File: src/hw/rtl/swtt_pkg.sv
// ----------------------------------------------------------------------------
// Software timer task table - shared definitions
// Slot kinds, operation codes, transfer payload types and default sizes.
// ----------------------------------------------------------------------------
package swtt_pkg;

   // Default sizes for the top level parameters
   localparam int SLOTS_DEF        = 64;
   localparam int HANDLER_BITS_DEF = 8;
   localparam int TIME_BITS_DEF    = 32;

   // Slot kind codes
   typedef logic [1:0] slot_kind_type;
   localparam slot_kind_type KIND_FREE      = 2'd0;
   localparam slot_kind_type KIND_IMMEDIATE = 2'd1;
   localparam slot_kind_type KIND_DELAYED   = 2'd2;
   localparam slot_kind_type KIND_PERIODIC  = 2'd3;

   // Request operation codes
   typedef logic [2:0] op_type;
   localparam op_type OP_IMMEDIATE      = 3'd0;
   localparam op_type OP_PERIODIC       = 3'd1;
   localparam op_type OP_DELAYED        = 3'd2;
   localparam op_type OP_DELAYED_UNIQUE = 3'd3;
   localparam op_type OP_TICK           = 3'd4;

   // Response kind codes
   localparam logic RSP_ACK  = 1'b0;
   localparam logic RSP_FIRE = 1'b1;

   // Request transfer payload
   typedef struct packed {
      op_type      op;
      logic [7:0]  handler_id;
      logic [31:0] time_value;
      logic [31:0] tick_delta;
   } req_type;

   // Response transfer payload
   typedef struct packed {
      logic       kind;
      logic       accepted;
      logic [7:0] fired_handler;
      logic [5:0] slot_index;
      logic       last;
   } rsp_type;

   // Control from the sequencer to the head update unit
   typedef struct packed {
      logic tick;   // apply the tick update to the head slot
      logic write;  // overwrite the head slot with the new entry
   } head_ctrl_type;

endpackage

File: src/hw/rtl/swtt_cell.sv
// ----------------------------------------------------------------------------
// Task table cell
// Holds one slot of the table; loads its neighbour's slot on every shift.
// ----------------------------------------------------------------------------
module swtt_cell #(
   parameter int HANDLER_BITS = swtt_pkg::HANDLER_BITS_DEF,
   parameter int TIME_BITS    = swtt_pkg::TIME_BITS_DEF
) (
   input  logic                    clock,
   input  logic                    reset,
   input  logic                    shift,
   input  swtt_pkg::slot_kind_type nxt_kind,
   input  logic [HANDLER_BITS-1:0] nxt_handler,
   input  logic [TIME_BITS-1:0]    nxt_limit,
   input  logic [TIME_BITS-1:0]    nxt_elapsed,
   output swtt_pkg::slot_kind_type kind,
   output logic [HANDLER_BITS-1:0] handler,
   output logic [TIME_BITS-1:0]    limit,
   output logic [TIME_BITS-1:0]    elapsed
);
   import swtt_pkg::*;

   slot_kind_type             kind_ff, kind_in;
   logic [HANDLER_BITS-1:0]   handler_ff, handler_in;
   logic [TIME_BITS-1:0]      limit_ff, limit_in;
   logic [TIME_BITS-1:0]      elapsed_ff, elapsed_in;

   // Take the neighbour's slot on a shift, otherwise hold
   always_comb begin
      kind_in    = shift ? nxt_kind    : kind_ff;
      handler_in = shift ? nxt_handler : handler_ff;
      limit_in   = shift ? nxt_limit   : limit_ff;
      elapsed_in = shift ? nxt_elapsed : elapsed_ff;
   end

   // Only the kind needs clearing: a free slot's other fields are never used
   always_ff @(posedge clock) begin
      if (reset) begin
         kind_ff <= KIND_FREE;
      end else begin
         kind_ff <= kind_in;
      end
   end

   always_ff @(posedge clock) begin
      handler_ff <= handler_in;
      limit_ff   <= limit_in;
      elapsed_ff <= elapsed_in;
   end

   assign kind    = kind_ff;
   assign handler = handler_ff;
   assign limit   = limit_ff;
   assign elapsed = elapsed_ff;

endmodule

File: config.mk
export PLATFORM = sky130hd
export DESIGN_NAME = swtt_cell
export DESIGN_NICKNAME = d
export VERILOG_FILES = /design/src/hw/rtl/swtt_pkg.sv /design/src/hw/rtl/swtt_cell.sv
export SDC_FILE = /design/constraint.sdc
export NUM_CORES = 1
export LEC_CHECK = 0
export BUFFER_PORTS_ARGS = -buffer_cell sky130_fd_sc_hd__buf_2
export CAP_MARGIN = 5
export CORE_ASPECT_RATIO = 2
export CORE_MARGIN = 2
export CORE_UTILIZATION = 35
export DETAILED_ROUTE_END_ITERATION = 16
export PLACE_DENSITY = 0.78
export RECOVER_POWER = 25
export SLEW_MARGIN = 20
export SYNTH_ARGS = -nofsm -noshare
export SYNTH_HDL_FRONTEND = slang
export SYNTH_SLANG_ARGS = --single-unit
File: constraint.sdc
create_clock -name clock -period 1.04 [get_ports clock]
set_input_delay 0.208 -clock clock [delete_from_list [all_inputs] [get_ports clock]]
set_output_delay 0.208 -clock clock [all_outputs]
set_load 0.02 [all_outputs]
# [Word level (Yosys, flattened, before mapping)]
# Cells that the tools add are included.
[word_totals] register_bits=74 word_cells=4

# [Logic depth before layout (Yosys ltp)]
[depth] depth_word=0 depth_mapped=2 ltp_nobuf=2

# [Least setup slack after synthesis]
# Ideal clock, no wire load.
[synth_timing] path_kind="register to output" start="register elapsed_ff[0], in the netlist elapsed[0]" end="output elapsed[0]" setup_slack_ns=0.383 arrival_ns=0.449 stages_incl_launch_ff=1 path_buffers=0 cell_sequence="edfxtp_1"
[synth_rtl] element="start, declared" line="swtt_cell.sv:26" source="logic [TIME_BITS-1:0] elapsed_ff, elapsed_in;"
[synth_rtl] element="start signal, assigned" line="swtt_cell.sv:48" source="elapsed_ff <= elapsed_in;"
[synth_rtl] element="end, declared" line="swtt_cell.sv:19" source="output logic [TIME_BITS-1:0] elapsed"
# No word-level cell between the ends.

# [Worst setup path in the final report]
[layout_timing] start="register limit_ff[2], in the netlist limit[2]" end="output limit[2]"
[layout_rtl] element="start, declared" line="swtt_cell.sv:25" source="logic [TIME_BITS-1:0] limit_ff, limit_in;"
[layout_rtl] element="start signal, assigned" line="swtt_cell.sv:47" source="limit_ff <= limit_in;"
[layout_rtl] element="end, declared" line="swtt_cell.sv:18" source="output logic [TIME_BITS-1:0] limit,"
# No word-level cell between the ends.

==> metrics.txt <==
IO Count=151; Final Critical Period=1.098 ns; Worst Path Buf+Inv=1; vias=1405; Final WS setup=-0.05837 ns; vias in the first global route=1331; worst min-delay path startpoint=reset; Core Box Area=0.006259 mm²; PD cells=1952 mW/mm²; Placer Congestion=0.6850; Final Setup Violations=62; IO Port Bufs=150; Vias/cell=4.245; RSZ-0062 raised after global routing=yes; Die W=60.44 µm; crit path capture type=output port; Clock Latency Late Sink=0.32 ns; final hold vios=0; area grow syn2layout=70.88%; reg2reg path depth=2; Die Ht=116.9 µm; Top delay family on crit path=flip-flops; Yosys cell types=4; YS warnings=0; gr usage total=0.1404; hold_buf cts=0; largest net degree at the start of global routing=40; DIE AREA=0.007063 mm²; Routed Antenna Nets=0; Detailed Route WL=5.244 mm; Final Cycle Share=1.056; WHS Path Cells=2; CTS root buffer=clkbuf_16; initial core utilization=0.3563; antenna cell count=0; Seq/Total Area, Yosys=0.9877; reg2reg start=kind[1]; synthesized flop and latch total=74; drt pass-1 iters=4; WS Path Type=reg -> out; Fillers=492; clock buffer count from CTS=9; row count=41; Arr. time, crit path=0.89 ns; CTS tree=done; worst slew pin tran=0.2140 ns; Mapped Avg Cell Area=28.59 µm²; initial antenna violation count=0; crit path launch type=flip-flop; Clock Pin Slew Worst Setup and Hold Paths=0.05 ns; Leak=1.619 nW; CP max FO=1; GRT Residual Overflow=0; VDD IR max=1.242 mV; syn_nets=155; Critical-path top delay cell=edfxtp_1; Max Clock Freq=910.4 MHz; Worst Hold Class=in -> reg; Placed Area=0.003128 mm²; clock tree buffer depth=2; Rel. slew slack=0.8574; Req. time, crit path=0.83 ns; Post-Syn Area=0.002230 mm²; first-pass GRT wire length=6.603 mm; starting DRC count in detailed routing=56; cell count after synthesis=78; final slew viol count=0; Final Skew=0 ns; Worst path depth=1; Final Util=0.6088; H-tree depth=3; DRC errors left=0; status=finished, violations left; share of cells above drive strength 1=0.6694; final net count=318; failing checks=negative setup slack; routed length per instance=15.84 µm; CP cell instances=buf_6; Worst Setup SP=limit[2]; Max Cap Violations=0; max incr delay on CP=0.41 ns; post-route design area=0.003810 mm²; CTS sink cnt=74
## registers in the layout, indices dropped and copies added, names as in the netlist
signal,count
kind,2
handler,8
elapsed,32
limit,32
## cells in the mapped netlist
cell type | n | area, µm²
edfxtp_1 | 72 | 2162
dfxtp_1 | 2 | 40.04
mux2i_1 | 2 | 20.02
nor2_1 | 2 | 7.510
## metal layers
layer  global-route usage  vias to the layer above  wire length [µm]
met5                    0                        -                 0
met4              0.09130                        0               146
met3              0.05495                        8               371
met2               0.2399                       80              3132
met1               0.1346                      677              1594
li1                     -                      640                 -
## timing repair
action | in CTS | in global routing
gates resized for setup | 51 | 80
pin swaps | 0 | 0
setup endpoints to repair | 73 | 74
buffers inserted | 0 | 0
## path summary, 6_finish.rpt
kind / end / slack, ns
hold / removal: kind[0] / 0.05
hold reg to reg: kind[0] / 0.50
setup reg to reg: kind[1] / 0.45
setup / recovery: limit[2] / -0.06
## kinds of logic (layout without fill, tap and decap cells)
kind of cell | after synthesis | after routing | share of synthesized area
flip-flops | 74 | 74 | 0.9877
multiplexers | 2 | 2 | 0.008979
AND/OR/NAND/NOR | 2 | 2 | 0.003368
buffers and inverters | 0 | 167 | 0
## power by group
group          total (W)  internal [W]  switching [W]
combinational   0.000972      0.000491       0.000481
sequential       0.00365       0.00354       0.000106
clock            0.00282       0.00181        0.00101
total            0.00744       0.00584        0.00160
## stage by stage
step / TNS (ns) / hold slack (ns) / power (W) / setup WS [ns] / cells
2_1_floorplan: 0 / 0.2804 / 0.003971 / 0.3825 / 78
3_3_place_gp: 0 / 0.3848 / 0.004377 / 0.08114 / 316
3_5_place_dp: 0 / 0.3863 / 0.004402 / 0.04810 / 316
4_1_cts: -1.991 / 0.04104 / 0.007356 / -0.07457 / 331
5_1_grt: -3.497 / 0.03980 / 0.007731 / -0.08174 / 331
6_report: -0.9633 / 0.05279 / 0.007439 / -0.05837 / 331
## cell usage in the layout, fill, tap and decap left out, drive strengths merged
| cell | count |
|---|---|
| edfxtp | 72 |
| buf | 152 |
| mux2i | 2 |
| nor2 | 2 |
| dfxtp | 2 |
| clkinv | 4 |
| clkbuf | 10 |
| bufinv | 1 |
## layout make-up
cell class / count / area (µm²) / share of cell area
sequential: 74 / 2203 / 0.5783
timing repair buffer: 152 / 1196 / 0.3140
clock buffer: 10 / 229.0 / 0.06010
tap: 86 / 107.6 / 0.02824
clock inverter: 5 / 46.29 / 0.01215
multi-input combinational: 4 / 27.53 / 0.007225
No activity file was read; power rests on OpenSTA's default activity.
