File: config.mk
export PLATFORM = sky130hd
export DESIGN_NAME = swtt_head
export DESIGN_NICKNAME = d
export VERILOG_FILES = /design/src/hw/rtl/swtt_pkg.sv /design/src/hw/rtl/swtt_head.sv
export SDC_FILE = /design/constraint.sdc
export NUM_CORES = 1
export LEC_CHECK = 0
export ABC_AREA = 0
export BUFFER_PORTS_ARGS = -buffer_cell sky130_fd_sc_hd__buf_2
export CELL_PAD_IN_SITES_DETAIL_PLACEMENT = 1
export CELL_PAD_IN_SITES_GLOBAL_PLACEMENT = 1
export CORE_MARGIN = 2
export CORE_UTILIZATION = 27
export DETAILED_ROUTE_END_ITERATION = 8
export PLACE_DENSITY = 0.86
export SYNTH_ARGS = -nofsm -noshare
export SYNTH_HDL_FRONTEND = slang
export SYNTH_SLANG_ARGS = --single-unit
File: constraint.sdc
create_clock -name vclk -period 6.67
set_input_delay 1.334 -clock vclk [all_inputs]
set_output_delay 1.334 -clock vclk [all_outputs]
set_load 0.005 [all_outputs]
File: src/hw/rtl/swtt_pkg.sv
// ----------------------------------------------------------------------------
// Software timer task table - shared definitions
// Slot kinds, operation codes, transfer payload types and default sizes.
// ----------------------------------------------------------------------------
package swtt_pkg;

   // Default sizes for the top level parameters
   localparam int SLOTS_DEF        = 64;
   localparam int HANDLER_BITS_DEF = 8;
   localparam int TIME_BITS_DEF    = 32;

   // Slot kind codes
   typedef logic [1:0] slot_kind_type;
   localparam slot_kind_type KIND_FREE      = 2'd0;
   localparam slot_kind_type KIND_IMMEDIATE = 2'd1;
   localparam slot_kind_type KIND_DELAYED   = 2'd2;
   localparam slot_kind_type KIND_PERIODIC  = 2'd3;

   // Request operation codes
   typedef logic [2:0] op_type;
   localparam op_type OP_IMMEDIATE      = 3'd0;
   localparam op_type OP_PERIODIC       = 3'd1;
   localparam op_type OP_DELAYED        = 3'd2;
   localparam op_type OP_DELAYED_UNIQUE = 3'd3;
   localparam op_type OP_TICK           = 3'd4;

   // Response kind codes
   localparam logic RSP_ACK  = 1'b0;
   localparam logic RSP_FIRE = 1'b1;

   // Request transfer payload
   typedef struct packed {
      op_type      op;
      logic [7:0]  handler_id;
      logic [31:0] time_value;
      logic [31:0] tick_delta;
   } req_type;

   // Response transfer payload
   typedef struct packed {
      logic       kind;
      logic       accepted;
      logic [7:0] fired_handler;
      logic [5:0] slot_index;
      logic       last;
   } rsp_type;

   // Control from the sequencer to the head update unit
   typedef struct packed {
      logic tick;   // apply the tick update to the head slot
      logic write;  // overwrite the head slot with the new entry
   } head_ctrl_type;

endpackage

File: src/hw/rtl/swtt_head.sv
// ----------------------------------------------------------------------------
// Task table head update unit
// Updates the slot leaving the head cell: tick ageing and firing, or overwrite
// with a newly scheduled task.
// ----------------------------------------------------------------------------
module swtt_head #(
   parameter int HANDLER_BITS = swtt_pkg::HANDLER_BITS_DEF,
   parameter int TIME_BITS    = swtt_pkg::TIME_BITS_DEF
) (
   input  swtt_pkg::head_ctrl_type ctrl,
   input  swtt_pkg::slot_kind_type cur_kind,
   input  logic [HANDLER_BITS-1:0] cur_handler,
   input  logic [TIME_BITS-1:0]    cur_limit,
   input  logic [TIME_BITS-1:0]    cur_elapsed,
   input  swtt_pkg::slot_kind_type new_kind,
   input  logic [HANDLER_BITS-1:0] new_handler,
   input  logic [TIME_BITS-1:0]    new_limit,
   input  logic [TIME_BITS-1:0]    delta,
   output swtt_pkg::slot_kind_type upd_kind,
   output logic [HANDLER_BITS-1:0] upd_handler,
   output logic [TIME_BITS-1:0]    upd_limit,
   output logic [TIME_BITS-1:0]    upd_elapsed,
   output logic                    fire
);
   import swtt_pkg::*;

   logic [TIME_BITS:0]   sum;
   logic [TIME_BITS-1:0] aged;
   logic                 active;

   // Saturating add of the (already clamped) delta
   always_comb begin
      sum    = {1'b0, cur_elapsed} + {1'b0, delta};
      aged   = sum[TIME_BITS] ? {TIME_BITS{1'b1}} : sum[TIME_BITS-1:0];
      active = (cur_kind != KIND_FREE) && (cur_handler != '0);
   end

   // Slot update
   always_comb begin
      upd_kind    = cur_kind;
      upd_handler = cur_handler;
      upd_limit   = cur_limit;
      upd_elapsed = cur_elapsed;
      fire        = 1'b0;
      if (ctrl.write) begin
         upd_kind    = new_kind;
         upd_handler = new_handler;
         upd_limit   = new_limit;
         upd_elapsed = '0;
      end else if (ctrl.tick && active) begin
         upd_elapsed = aged;
         if (cur_kind == KIND_IMMEDIATE) begin
            fire     = 1'b1;
            upd_kind = KIND_FREE;
         end else if (aged > cur_limit) begin
            fire = 1'b1;
            if (cur_kind == KIND_DELAYED) begin
               upd_kind = KIND_FREE;
            end else begin
               upd_elapsed = '0;
            end
         end
      end
   end

endmodule

[Yosys cells after proc, flatten, opt, wreduce, memory -nomap -nowiden]
Cells that the tools add are included.
Operators by class
  add/sub/neg operators: 1
  div/mod/pow operators: 0
  bitwise gates (word level): 0
  shifts and indexed selects: 0
  multipliers: 0
  equal/unequal tests: 2
  reductions and logical operators: 4
  order comparisons: 1
  multiplexer cells: 17
Operator list (count)
  $mux W32: 7
  $add A32 B32 Y33: 1
  $gt A32 B32 Y1: 1
  $mux W2: 5
  $mux W8: 1
  $reduce_bool A8 Y1: 1
  $mux W1: 4
  $eq A2 B1 Y1 const B: 1
  $eq A2 B2 Y1 const B: 1
  $logic_and A1 B1 Y1: 2
  $reduce_bool A2 Y1: 1
Word-level totals
  register bits after elaboration: 0
  memories: 0
  logic and storage cells: 25
  latch bits: 0
  RAM bits: 0
  output and inout bits: 75
  bits in read-only memories: 0

[Logic depth before layout (Yosys ltp)]
Gate-level depths: netlist (run 1).
  depth in word-level cells: 7
  mapped depth: 21

[Worst setup path before layout (run 1)]
Ideal clock, no wire load.
  kind: input port to output port
  start: input port cur_elapsed[0]
  end: output port upd_elapsed[25]
  path buffers: 3
  path slack: 173 ps
  data arrival time: 5163 ps
  stages on the path: 21
  cells stage by stage: ha_1 -> fa_1 -> a21o_1 -> a31o_1 -> a32oi_2 -> a21oi_1 -> o21bai_2 -> and2_4 -> buf_6 -> buf_8 -> nand2_2 -> ha_1 -> a211o_1 -> a21oi_1 -> a21oi_1 -> o41a_1 -> o31ai_2 -> o21a_1 -> buf_4 -> a22oi_1 -> o21ai_0
Between the ends
  longest elaborated chain between the ends: 7
  elaborated cells on any way between the ends: 8
  classes of those cells: 1 x add/sub; 1 x order compare; 6 x mux
Ends and longest elaborated chain
  from (decl): RTL line swtt_head.sv:14  | input logic [TIME_BITS-1:0] cur_elapsed,
  $add A32 B32 Y33 *: RTL line swtt_head.sv:33  | sum = {1'b0, cur_elapsed} + {1'b0, delta};
  $mux W32 *: RTL line swtt_head.sv:34  | aged = sum[TIME_BITS] ? {TIME_BITS{1'b1}} : sum[TIME_BITS-1:0];
  $gt A32 B32 Y1 / $mux W32 (equally long branches): RTL line swtt_head.sv:55, swtt_head.sv:57
  $mux W32: RTL line swtt_head.sv:55  | end else if (aged > cur_limit) begin
  $mux W32 *: RTL line swtt_head.sv:52  | if (cur_kind == KIND_IMMEDIATE) begin
  $mux W32 *: RTL line swtt_head.sv:50  | end else if (ctrl.tick && active) begin
  $mux W32 *: RTL line swtt_head.sv:45  | if (ctrl.write) begin
  to (decl): RTL line swtt_head.sv:22  | output logic [TIME_BITS-1:0] upd_elapsed,
Every way passes the cells marked *; elsewhere a longest branch is shown, timed or not.

[Final worst setup path (run 1)]
  start: input port cur_elapsed[0]
  end: output port upd_elapsed[8]
Same word-level chain as after synthesis.

==> out/qor.txt, run 1 <==
=================================================================================
Ratio of cells with drive above 1 in the final layout                       0.507
Net count after synthesis                                                     772
Final instance count without filler cells                                    1076
Kind of end point of the critical path                                 output pin
Kind of cell adding the most delay to the critical path              compound AO/OA/AOI/OAI gates
DRC Markers                                                                     0
Length of the first detailed-routing pass in iterations                         4
Slew of the pin with the lowest slew margin                              0.513 ns
Sequential cell area                                                        0 um2
Count of final hold-check violations                                            0
Crit-path cells                                                      buf_8, ha_4, fa_2, a21o_1, a31o_1, a32oi_2, a21oi_2, o21bai_2, and2_4, buf_6, nand2b_4, ha_4, a21o_1, a21oi_2, a2111oi_4, o41a_1, o31ai_2, o21a_2, buf_6, a22o_1, buf_2
Core area                                                               13700 um2
Final period demand of the worst path                                     6.75 ns
Number of input and output port buffers inserted                              225
Kind of path behind the tightest hold check                             in -> out
Worst IR drop on VDD                                                      45.8 uV
Final Wtd Congestion                                                        0.929
Number of buffer and inverter instances along the worst setup path              4
Detailed-placement wirelength estimate                                   15900 um
Number of rows in the core area                                                43
Arrival time of the worst setup path                                      5.42 ns
Iteration-0 DRC count of the detailed router                                  166
Mapped cell area                                                         3750 um2
Number of setup violations in the final report                                 33
Final WL                                                                 19600 um
Count of maximum capacitance violations                                         0
Top-level port count                                                          225
Relative slew margins                                                       0.658
Delay of the slowest cell on the worst path                               0.45 ns
Die Span Y                                                                 122 um
Die boundary width                                                         122 um
Starting density of the core                                                0.274
RSZ-0062 raised after global routing                                          yes
Status                                                               finished, violations left
Ratio of final minimum period to clock period                                1.01
Seq Cell Count                                                                  0
Finished Cell Area                                                       6450 um2
Category of the worst setup path launch point                          input port
Timing startpoint of the critical path                               cur_elapsed[0]
Number of antenna violations at the first check in global routing               1
Timing-limited maximum frequency                                        0.148 GHz
Cell count after synthesis                                                    557
Failing checks                                                       negative setup slack
Kind of critical path                                                   in -> out
Destination of the critical timing path                              upd_elapsed[8]
Cell with the largest stage delay on the worst path                  sky130_fd_sc_hd__o41a_1
Via density                                                                  5.23
Maximum fanout count along the critical path                                   10
Power per cell area                                                    118 nW/um2
Launch point of the worst hold path                                  new_limit[12]
Number of gates on the worst path with buffers counted                         21
Max-slew violation total from the final report                                  0
Proportion of synthesized chip area in sequential cells                         0
Wire length of the first global-routing pass                             29500 um
Growth of design area from synthesis to finish                              71.8%
Antenna-violating nets left                                                     0
Via count of the first global-routing pass                                   5914
Placed instance area                                                     5880 um2
Detail-routed net length per standard cell                                18.2 um
Die area                                                                14900 um2
Number of library cell types mapped by synthesis                               66
Hold Path Depth                                                                 4
CTS Hold Buffers Added                                                          0
Mean area per synthesized cell                                           6.74 um2
Pin count of the biggest net entering global routing                           50
Global routing usage summed across all routing layers                       0.246
Final net count                                                              1112
Clkbuf count                                                                    0
Cell total after placement                                                   1057
Total congestion overflow                                                       0
Setup slack of the critical path after layout                          -0.0847 ns
Yosys warning total                                                             0
Static Leak                                                               3.33 nW
Via count                                                                    5629
Required @ worst endpoint                                                 5.34 ns
=================================================================================
-- worst min path at each step --
stage,to,slack (ns)
after detailed placement,upd_limit[12],2.94
after global placement,upd_limit[5],2.93
after global routing,upd_limit[18],2.97
after floorplan,fire,2.74
final,upd_limit[12],2.94
after CTS,upd_limit[12],2.94
-- what timing repair did --
| action | 4_1_cts | 5_1_grt |
|---|---|---|
| endpoints found under the setup margin | 34 | 34 |
| setup buffers | 9 | 7 |
| pin swaps | 19 | 16 |
| cloned | 2 | 0 |
| gates resized for setup | 44 | 35 |
-- tightest hold or removal path: stages --
cell                      delay [ns]
sky130_fd_sc_hd__buf_2          0.07
sky130_fd_sc_hd__nand2_1        0.04
sky130_fd_sc_hd__o21ai_0        0.05
sky130_fd_sc_hd__buf_2          0.10
-- power breakdown --
group / internal (mW) / switching, mW
sequential: 0 / 0
combinational: 0.381 / 0.383
clock: 0.0000000200 / 0
-- per-stage QoR --
stage	setup WS [ns]	power [mW]	TNS, ns	hold slack [ns]	util
global placement	-0.228	0.629	-4.12	2.93	0.428
floorplan	0.173	0.339	0	2.74	-
CTS	0.00142	0.710	0	2.94	0.454
detailed placement	-0.339	0.654	-8.16	2.94	0.428
global route	-0.290	0.831	-8.44	2.97	0.470
finish	-0.0847	0.763	-1.58	2.94	0.470
-- routing by layer --
metal  global-route usage  up-vias  share of wire
met5                    0        -              0
met2                0.485      171           0.53
li1                     -     2735              -
met3               0.0253       39          0.048
met4               0.0568        0          0.024
met1                0.279     2684           0.40
-- synthesized netlist by cell type, types with 3 or more instances --
cell | number | area, um2
sky130_fd_sc_hd__xnor2_1 | 11 | 96.3
sky130_fd_sc_hd__nand3_1 | 18 | 90.1
sky130_fd_sc_hd__a21oi_1 | 46 | 230
sky130_fd_sc_hd__buf_6 | 3 | 33.8
sky130_fd_sc_hd__or4_1 | 3 | 22.5
sky130_fd_sc_hd__buf_4 | 4 | 30.0
sky130_fd_sc_hd__mux2_2 | 10 | 113
sky130_fd_sc_hd__buf_2 | 8 | 40.0
sky130_fd_sc_hd__nand2_2 | 7 | 43.8
sky130_fd_sc_hd__and3_1 | 3 | 18.8
sky130_fd_sc_hd__a21o_1 | 14 | 105
sky130_fd_sc_hd__nand2_1 | 81 | 304
sky130_fd_sc_hd__nand2b_1 | 9 | 56.3
sky130_fd_sc_hd__a211oi_1 | 4 | 30.0
sky130_fd_sc_hd__o211ai_1 | 6 | 45.0
sky130_fd_sc_hd__a31oi_1 | 5 | 31.3
sky130_fd_sc_hd__nor2_1 | 22 | 82.6
sky130_fd_sc_hd__o21ai_0 | 54 | 270
sky130_fd_sc_hd__a22o_1 | 28 | 245
sky130_fd_sc_hd__xor2_1 | 15 | 131
sky130_fd_sc_hd__o21a_1 | 6 | 45.0
sky130_fd_sc_hd__inv_1 | 35 | 131
sky130_fd_sc_hd__ha_1 | 64 | 801
sky130_fd_sc_hd__o21ai_1 | 8 | 40.0
sky130_fd_sc_hd__nor2b_1 | 4 | 25.0
sky130_fd_sc_hd__nand4_1 | 10 | 62.6
sky130_fd_sc_hd__and2_1 | 3 | 18.8
sky130_fd_sc_hd__clkbuf_1 | 14 | 52.6
sky130_fd_sc_hd__nor3_1 | 10 | 50.1
sky130_fd_sc_hd__a21boi_0 | 4 | 30.0
sky130_fd_sc_hd__o21bai_1 | 5 | 37.5
-- cell families (layout without fill, tap and decap cells) --
kind of cell / count (synthesis) / in the layout / synth area share
compound gates: 212 / 212 / 0.384
xor+xnor: 26 / 26 / 0.0607
fa+ha+maj: 65 / 65 / 0.219
buf+inv: 66 / 403 / 0.0817
mux: 12 / 12 / 0.0353
other cells: 0 / 1 / 0
simple gates: 176 / 177 / 0.219
-- cell type report --
type / instances / area, um2
fill: 1839 / 7270
multi-input combinational: 492 / 3840
timing repair buffer: 368 / 2240
tap: 180 / 225
inverter: 35 / 131
antenna: 1 / 2.50
-- layout by cell type (no fill, tap or decap), types with 4 or more instances in the layout --
cell                       Yosys  layout
sky130_fd_sc_hd__a21o_1       14      14
sky130_fd_sc_hd__a21oi_1      46      39
sky130_fd_sc_hd__a21oi_2       2       9
sky130_fd_sc_hd__a22o_1       28      28
sky130_fd_sc_hd__buf_2         8     223
sky130_fd_sc_hd__buf_4         4     136
sky130_fd_sc_hd__buf_6         3       8
sky130_fd_sc_hd__ha_1         64      53
sky130_fd_sc_hd__ha_4          0      10
sky130_fd_sc_hd__inv_1        35      35
sky130_fd_sc_hd__mux2_2       10       9
sky130_fd_sc_hd__nand2_1      81      77
sky130_fd_sc_hd__nand2_2       7      11
sky130_fd_sc_hd__nand2b_1      9       5
sky130_fd_sc_hd__nand2b_4      0       4
sky130_fd_sc_hd__nand3_1      18      16
sky130_fd_sc_hd__nand4_1      10      10
sky130_fd_sc_hd__nor2_1       22      21
sky130_fd_sc_hd__nor3_1       10       9
sky130_fd_sc_hd__o211ai_1      6       6
sky130_fd_sc_hd__o21a_1        6       5
sky130_fd_sc_hd__o21ai_0      54      50
sky130_fd_sc_hd__o21ai_1       8       8
sky130_fd_sc_hd__o21ai_2       1       4
sky130_fd_sc_hd__o21bai_1      5       4
sky130_fd_sc_hd__xnor2_1      11      11
sky130_fd_sc_hd__xor2_1       15      14
(Power assumes the default switching activity.)
==> run 2, diff against run 1 <==
--- a/config.mk
+++ b/config.mk
@@ -9,7 +9,6 @@
 export BUFFER_PORTS_ARGS = -buffer_cell sky130_fd_sc_hd__buf_2
 export CELL_PAD_IN_SITES_DETAIL_PLACEMENT = 1
 export CELL_PAD_IN_SITES_GLOBAL_PLACEMENT = 1
-export CORE_MARGIN = 2
 export CORE_UTILIZATION = 27
 export DETAILED_ROUTE_END_ITERATION = 8
 export PLACE_DENSITY = 0.86
==> run 2 against run 1 <==
The run still ends with negative setup slack left. Worst hold slack about the same. Maximum frequency decreased by 1.0%. Power up 7.0%. Critical endpoint is now upd_elapsed[30]. Largest cell class unchanged. Largest power group unchanged.
==> out/qor.txt, run 2 (synthesized netlist as in run 1, its figures left out) <==
================================================================================
Status                                                              finished, violations left
Failing checks                                                      negative setup slack
Ratio of final minimum period to clock period                               1.02   +0.0104
Via count of the first global-routing pass                                  5877   -0.63%
Kind of path behind the tightest hold check                            in -> out
Detailed-placement wirelength estimate                                  15200 um   -4.8%
RSZ-0062 raised after global routing                                         yes
Relative slew margins                                                      0.521   -0.137
Die Span Y                                                                120 um   -1.6%
Count of fill cells added during filler insertion                           1744   -5.2%
Maximum fanout count along the critical path                                   3   -7
DRC Markers                                                                    0   unchanged
Kind of critical path                                                  in -> out
Final design utilization                                                   0.496   +0.0264
Seq Cell Count                                                                 0   unchanged
Arrival time of the worst setup path                                     5.49 ns   +0.07 ns
Growth of design area from synthesis to finish                             77.2%
Number of rows in the core area                                               42   -2.3%
Final Wtd Congestion                                                       0.943   +1.5%
Via density                                                                 5.33   +1.9%
Pin count of the biggest net entering global routing                          76   +52%
Iteration-0 DRC count of the detailed router                                 230   +39%
Timing-limited maximum frequency                                       0.147 GHz   -1.0%
Final period demand of the worst path                                    6.82 ns   +0.0695 ns
Number of setup violations in the final report                                32   -3.0%
Max-slew violation total from the final report                                 0   unchanged
Wire length of the first global-routing pass                            28600 um   -3.1%
Antenna-violating nets left                                                    0   unchanged
Post-Place Worst Slack                                                 -0.318 ns   +0.0208 ns
Ratio of cells with drive above 1 in the final layout                      0.525   +0.0179
Sequential cell area                                                       0 um2   unchanged
Number of input and output port buffers inserted                             225   unchanged
Diode count                                                                    0   -1
Via count                                                                   5700   +1.3%
Starting density of the core                                               0.280   +0.00651
Die area                                                               14400 um2   -3.3%
Total congestion overflow                                                      0   unchanged
Number of antenna violations at the first check in global routing              0   -1
Commonest cells after routing, fill and taps aside                  sky130_fd_sc_hd__buf_2 (223), sky130_fd_sc_hd__buf_4 (130), sky130_fd_sc_hd__nand2_1 (75)
Setup slack of the critical path after layout                          -0.154 ns   -0.0695 ns
Static Leak                                                              3.37 nW   +0.95%
Final instance count without filler cells                                   1069   -0.65%
Clkbuf count                                                                   0   unchanged
Category of the worst setup path launch point                         input port
Power per cell area                                                   123 nW/um2   +3.7%
Slew of the pin with the lowest slew margin                             0.719 ns   +0.206 ns
Required @ worst endpoint                                                5.34 ns   about the same
Count of maximum capacitance violations                                        0   unchanged
Final WL                                                                20200 um   +2.9%
CTS Hold Buffers Added                                                         0   unchanged
Die boundary width                                                        120 um   -1.6%
Count of final hold-check violations                                           0   unchanged
Worst IR drop on VDD                                                     41.3 uV   -9.8%
Final net count                                                             1110   -0.18%
Global routing usage summed across all routing layers                      0.244   -0.00146
Detail-routed net length per standard cell                               18.9 um   +3.5%
Top-level port count                                                         225   unchanged
Total power                                                               817 uW   +7.0%
Kind of end point of the critical path                                output pin
Cell total after placement                                                  1047   -0.95%
Core area                                                              13400 um2   -2.3%
Length of the first detailed-routing pass in iterations                        4   unchanged
Most common library cell in the layout ignoring fill and taps       sky130_fd_sc_hd__buf_2
================================================================================
[run 2: per-stage QoR]
step / setup TNS (ns) / cell area (um2) / hold slack (ns)
after floorplan: 0 / 3750 / 2.74
after global placement: -3.22 / 5860 / 2.93
after detailed placement: -8.80 / 5860 / 2.94
after CTS: 0 / 6220 / 2.94
after global routing: -10.06 / 6650 / 2.96
final: -4.00 / 6650 / 2.94
[run 2: timing repair]
item,CTS,global route
resized for setup,44,63
cloned,1,1
pin swaps,38,33
endpoints found under the setup margin,34,34
setup buffers,17,5
[run 2: power by group]
group	switching, mW	leakage (nW)	internal [mW]
Combinational	0.408	3.37	0.409
Sequential	0	0	0
Clock	0	0	0
Total	0.408	3.37	0.409
[run 2: critical path, cell delays in order]
cell	delay, ns
sky130_fd_sc_hd__buf_2	0.13
sky130_fd_sc_hd__ha_4	0.29
sky130_fd_sc_hd__nand4_1	0.15
sky130_fd_sc_hd__a2111oi_4	0.38
sky130_fd_sc_hd__o21ai_2	0.14
sky130_fd_sc_hd__a211oi_2	0.34
sky130_fd_sc_hd__buf_4	0.20
sky130_fd_sc_hd__nor2_2	0.06
sky130_fd_sc_hd__xor2_2	0.32
sky130_fd_sc_hd__nand2_8	0.09
sky130_fd_sc_hd__ha_4	0.28
sky130_fd_sc_hd__nand4_1	0.23
sky130_fd_sc_hd__nor4_4	0.33
sky130_fd_sc_hd__buf_4	0.15
sky130_fd_sc_hd__nand3_1	0.07
sky130_fd_sc_hd__mux2_4	0.29
sky130_fd_sc_hd__o31ai_4	0.07
sky130_fd_sc_hd__buf_6	0.14
sky130_fd_sc_hd__o21ai_4	0.06
sky130_fd_sc_hd__a32oi_1	0.19
sky130_fd_sc_hd__o21a_1	0.14
sky130_fd_sc_hd__buf_2	0.11
[run 2: worst paths after layout]
| check | start | to | cells past startpoint |
|---|---|---|---|
| worst min-delay path | new_limit[4] | upd_limit[4] | 4 |
| worst max-delay path | cur_elapsed[14] | upd_elapsed[30] | 22 |
[run 2: layout make-up]
cell class / count / area (um2) / share of cell area
Multi-Input combinational cell: 491 / 3990 / 0.601
Timing Repair Buffer: 367 / 2300 / 0.347
Tap cell: 176 / 220 / 0.0331
Inverter: 35 / 131 / 0.0198
[run 2: metal layers]
layer,GRT usage,vias to the layer above,part of all wire
met5,0,-,0
met1,0.278,2717,0.39
met2,0.478,211,0.54
met4,0.0672,0,0.029
li1,-,2729,-
met3,0.0214,43,0.046
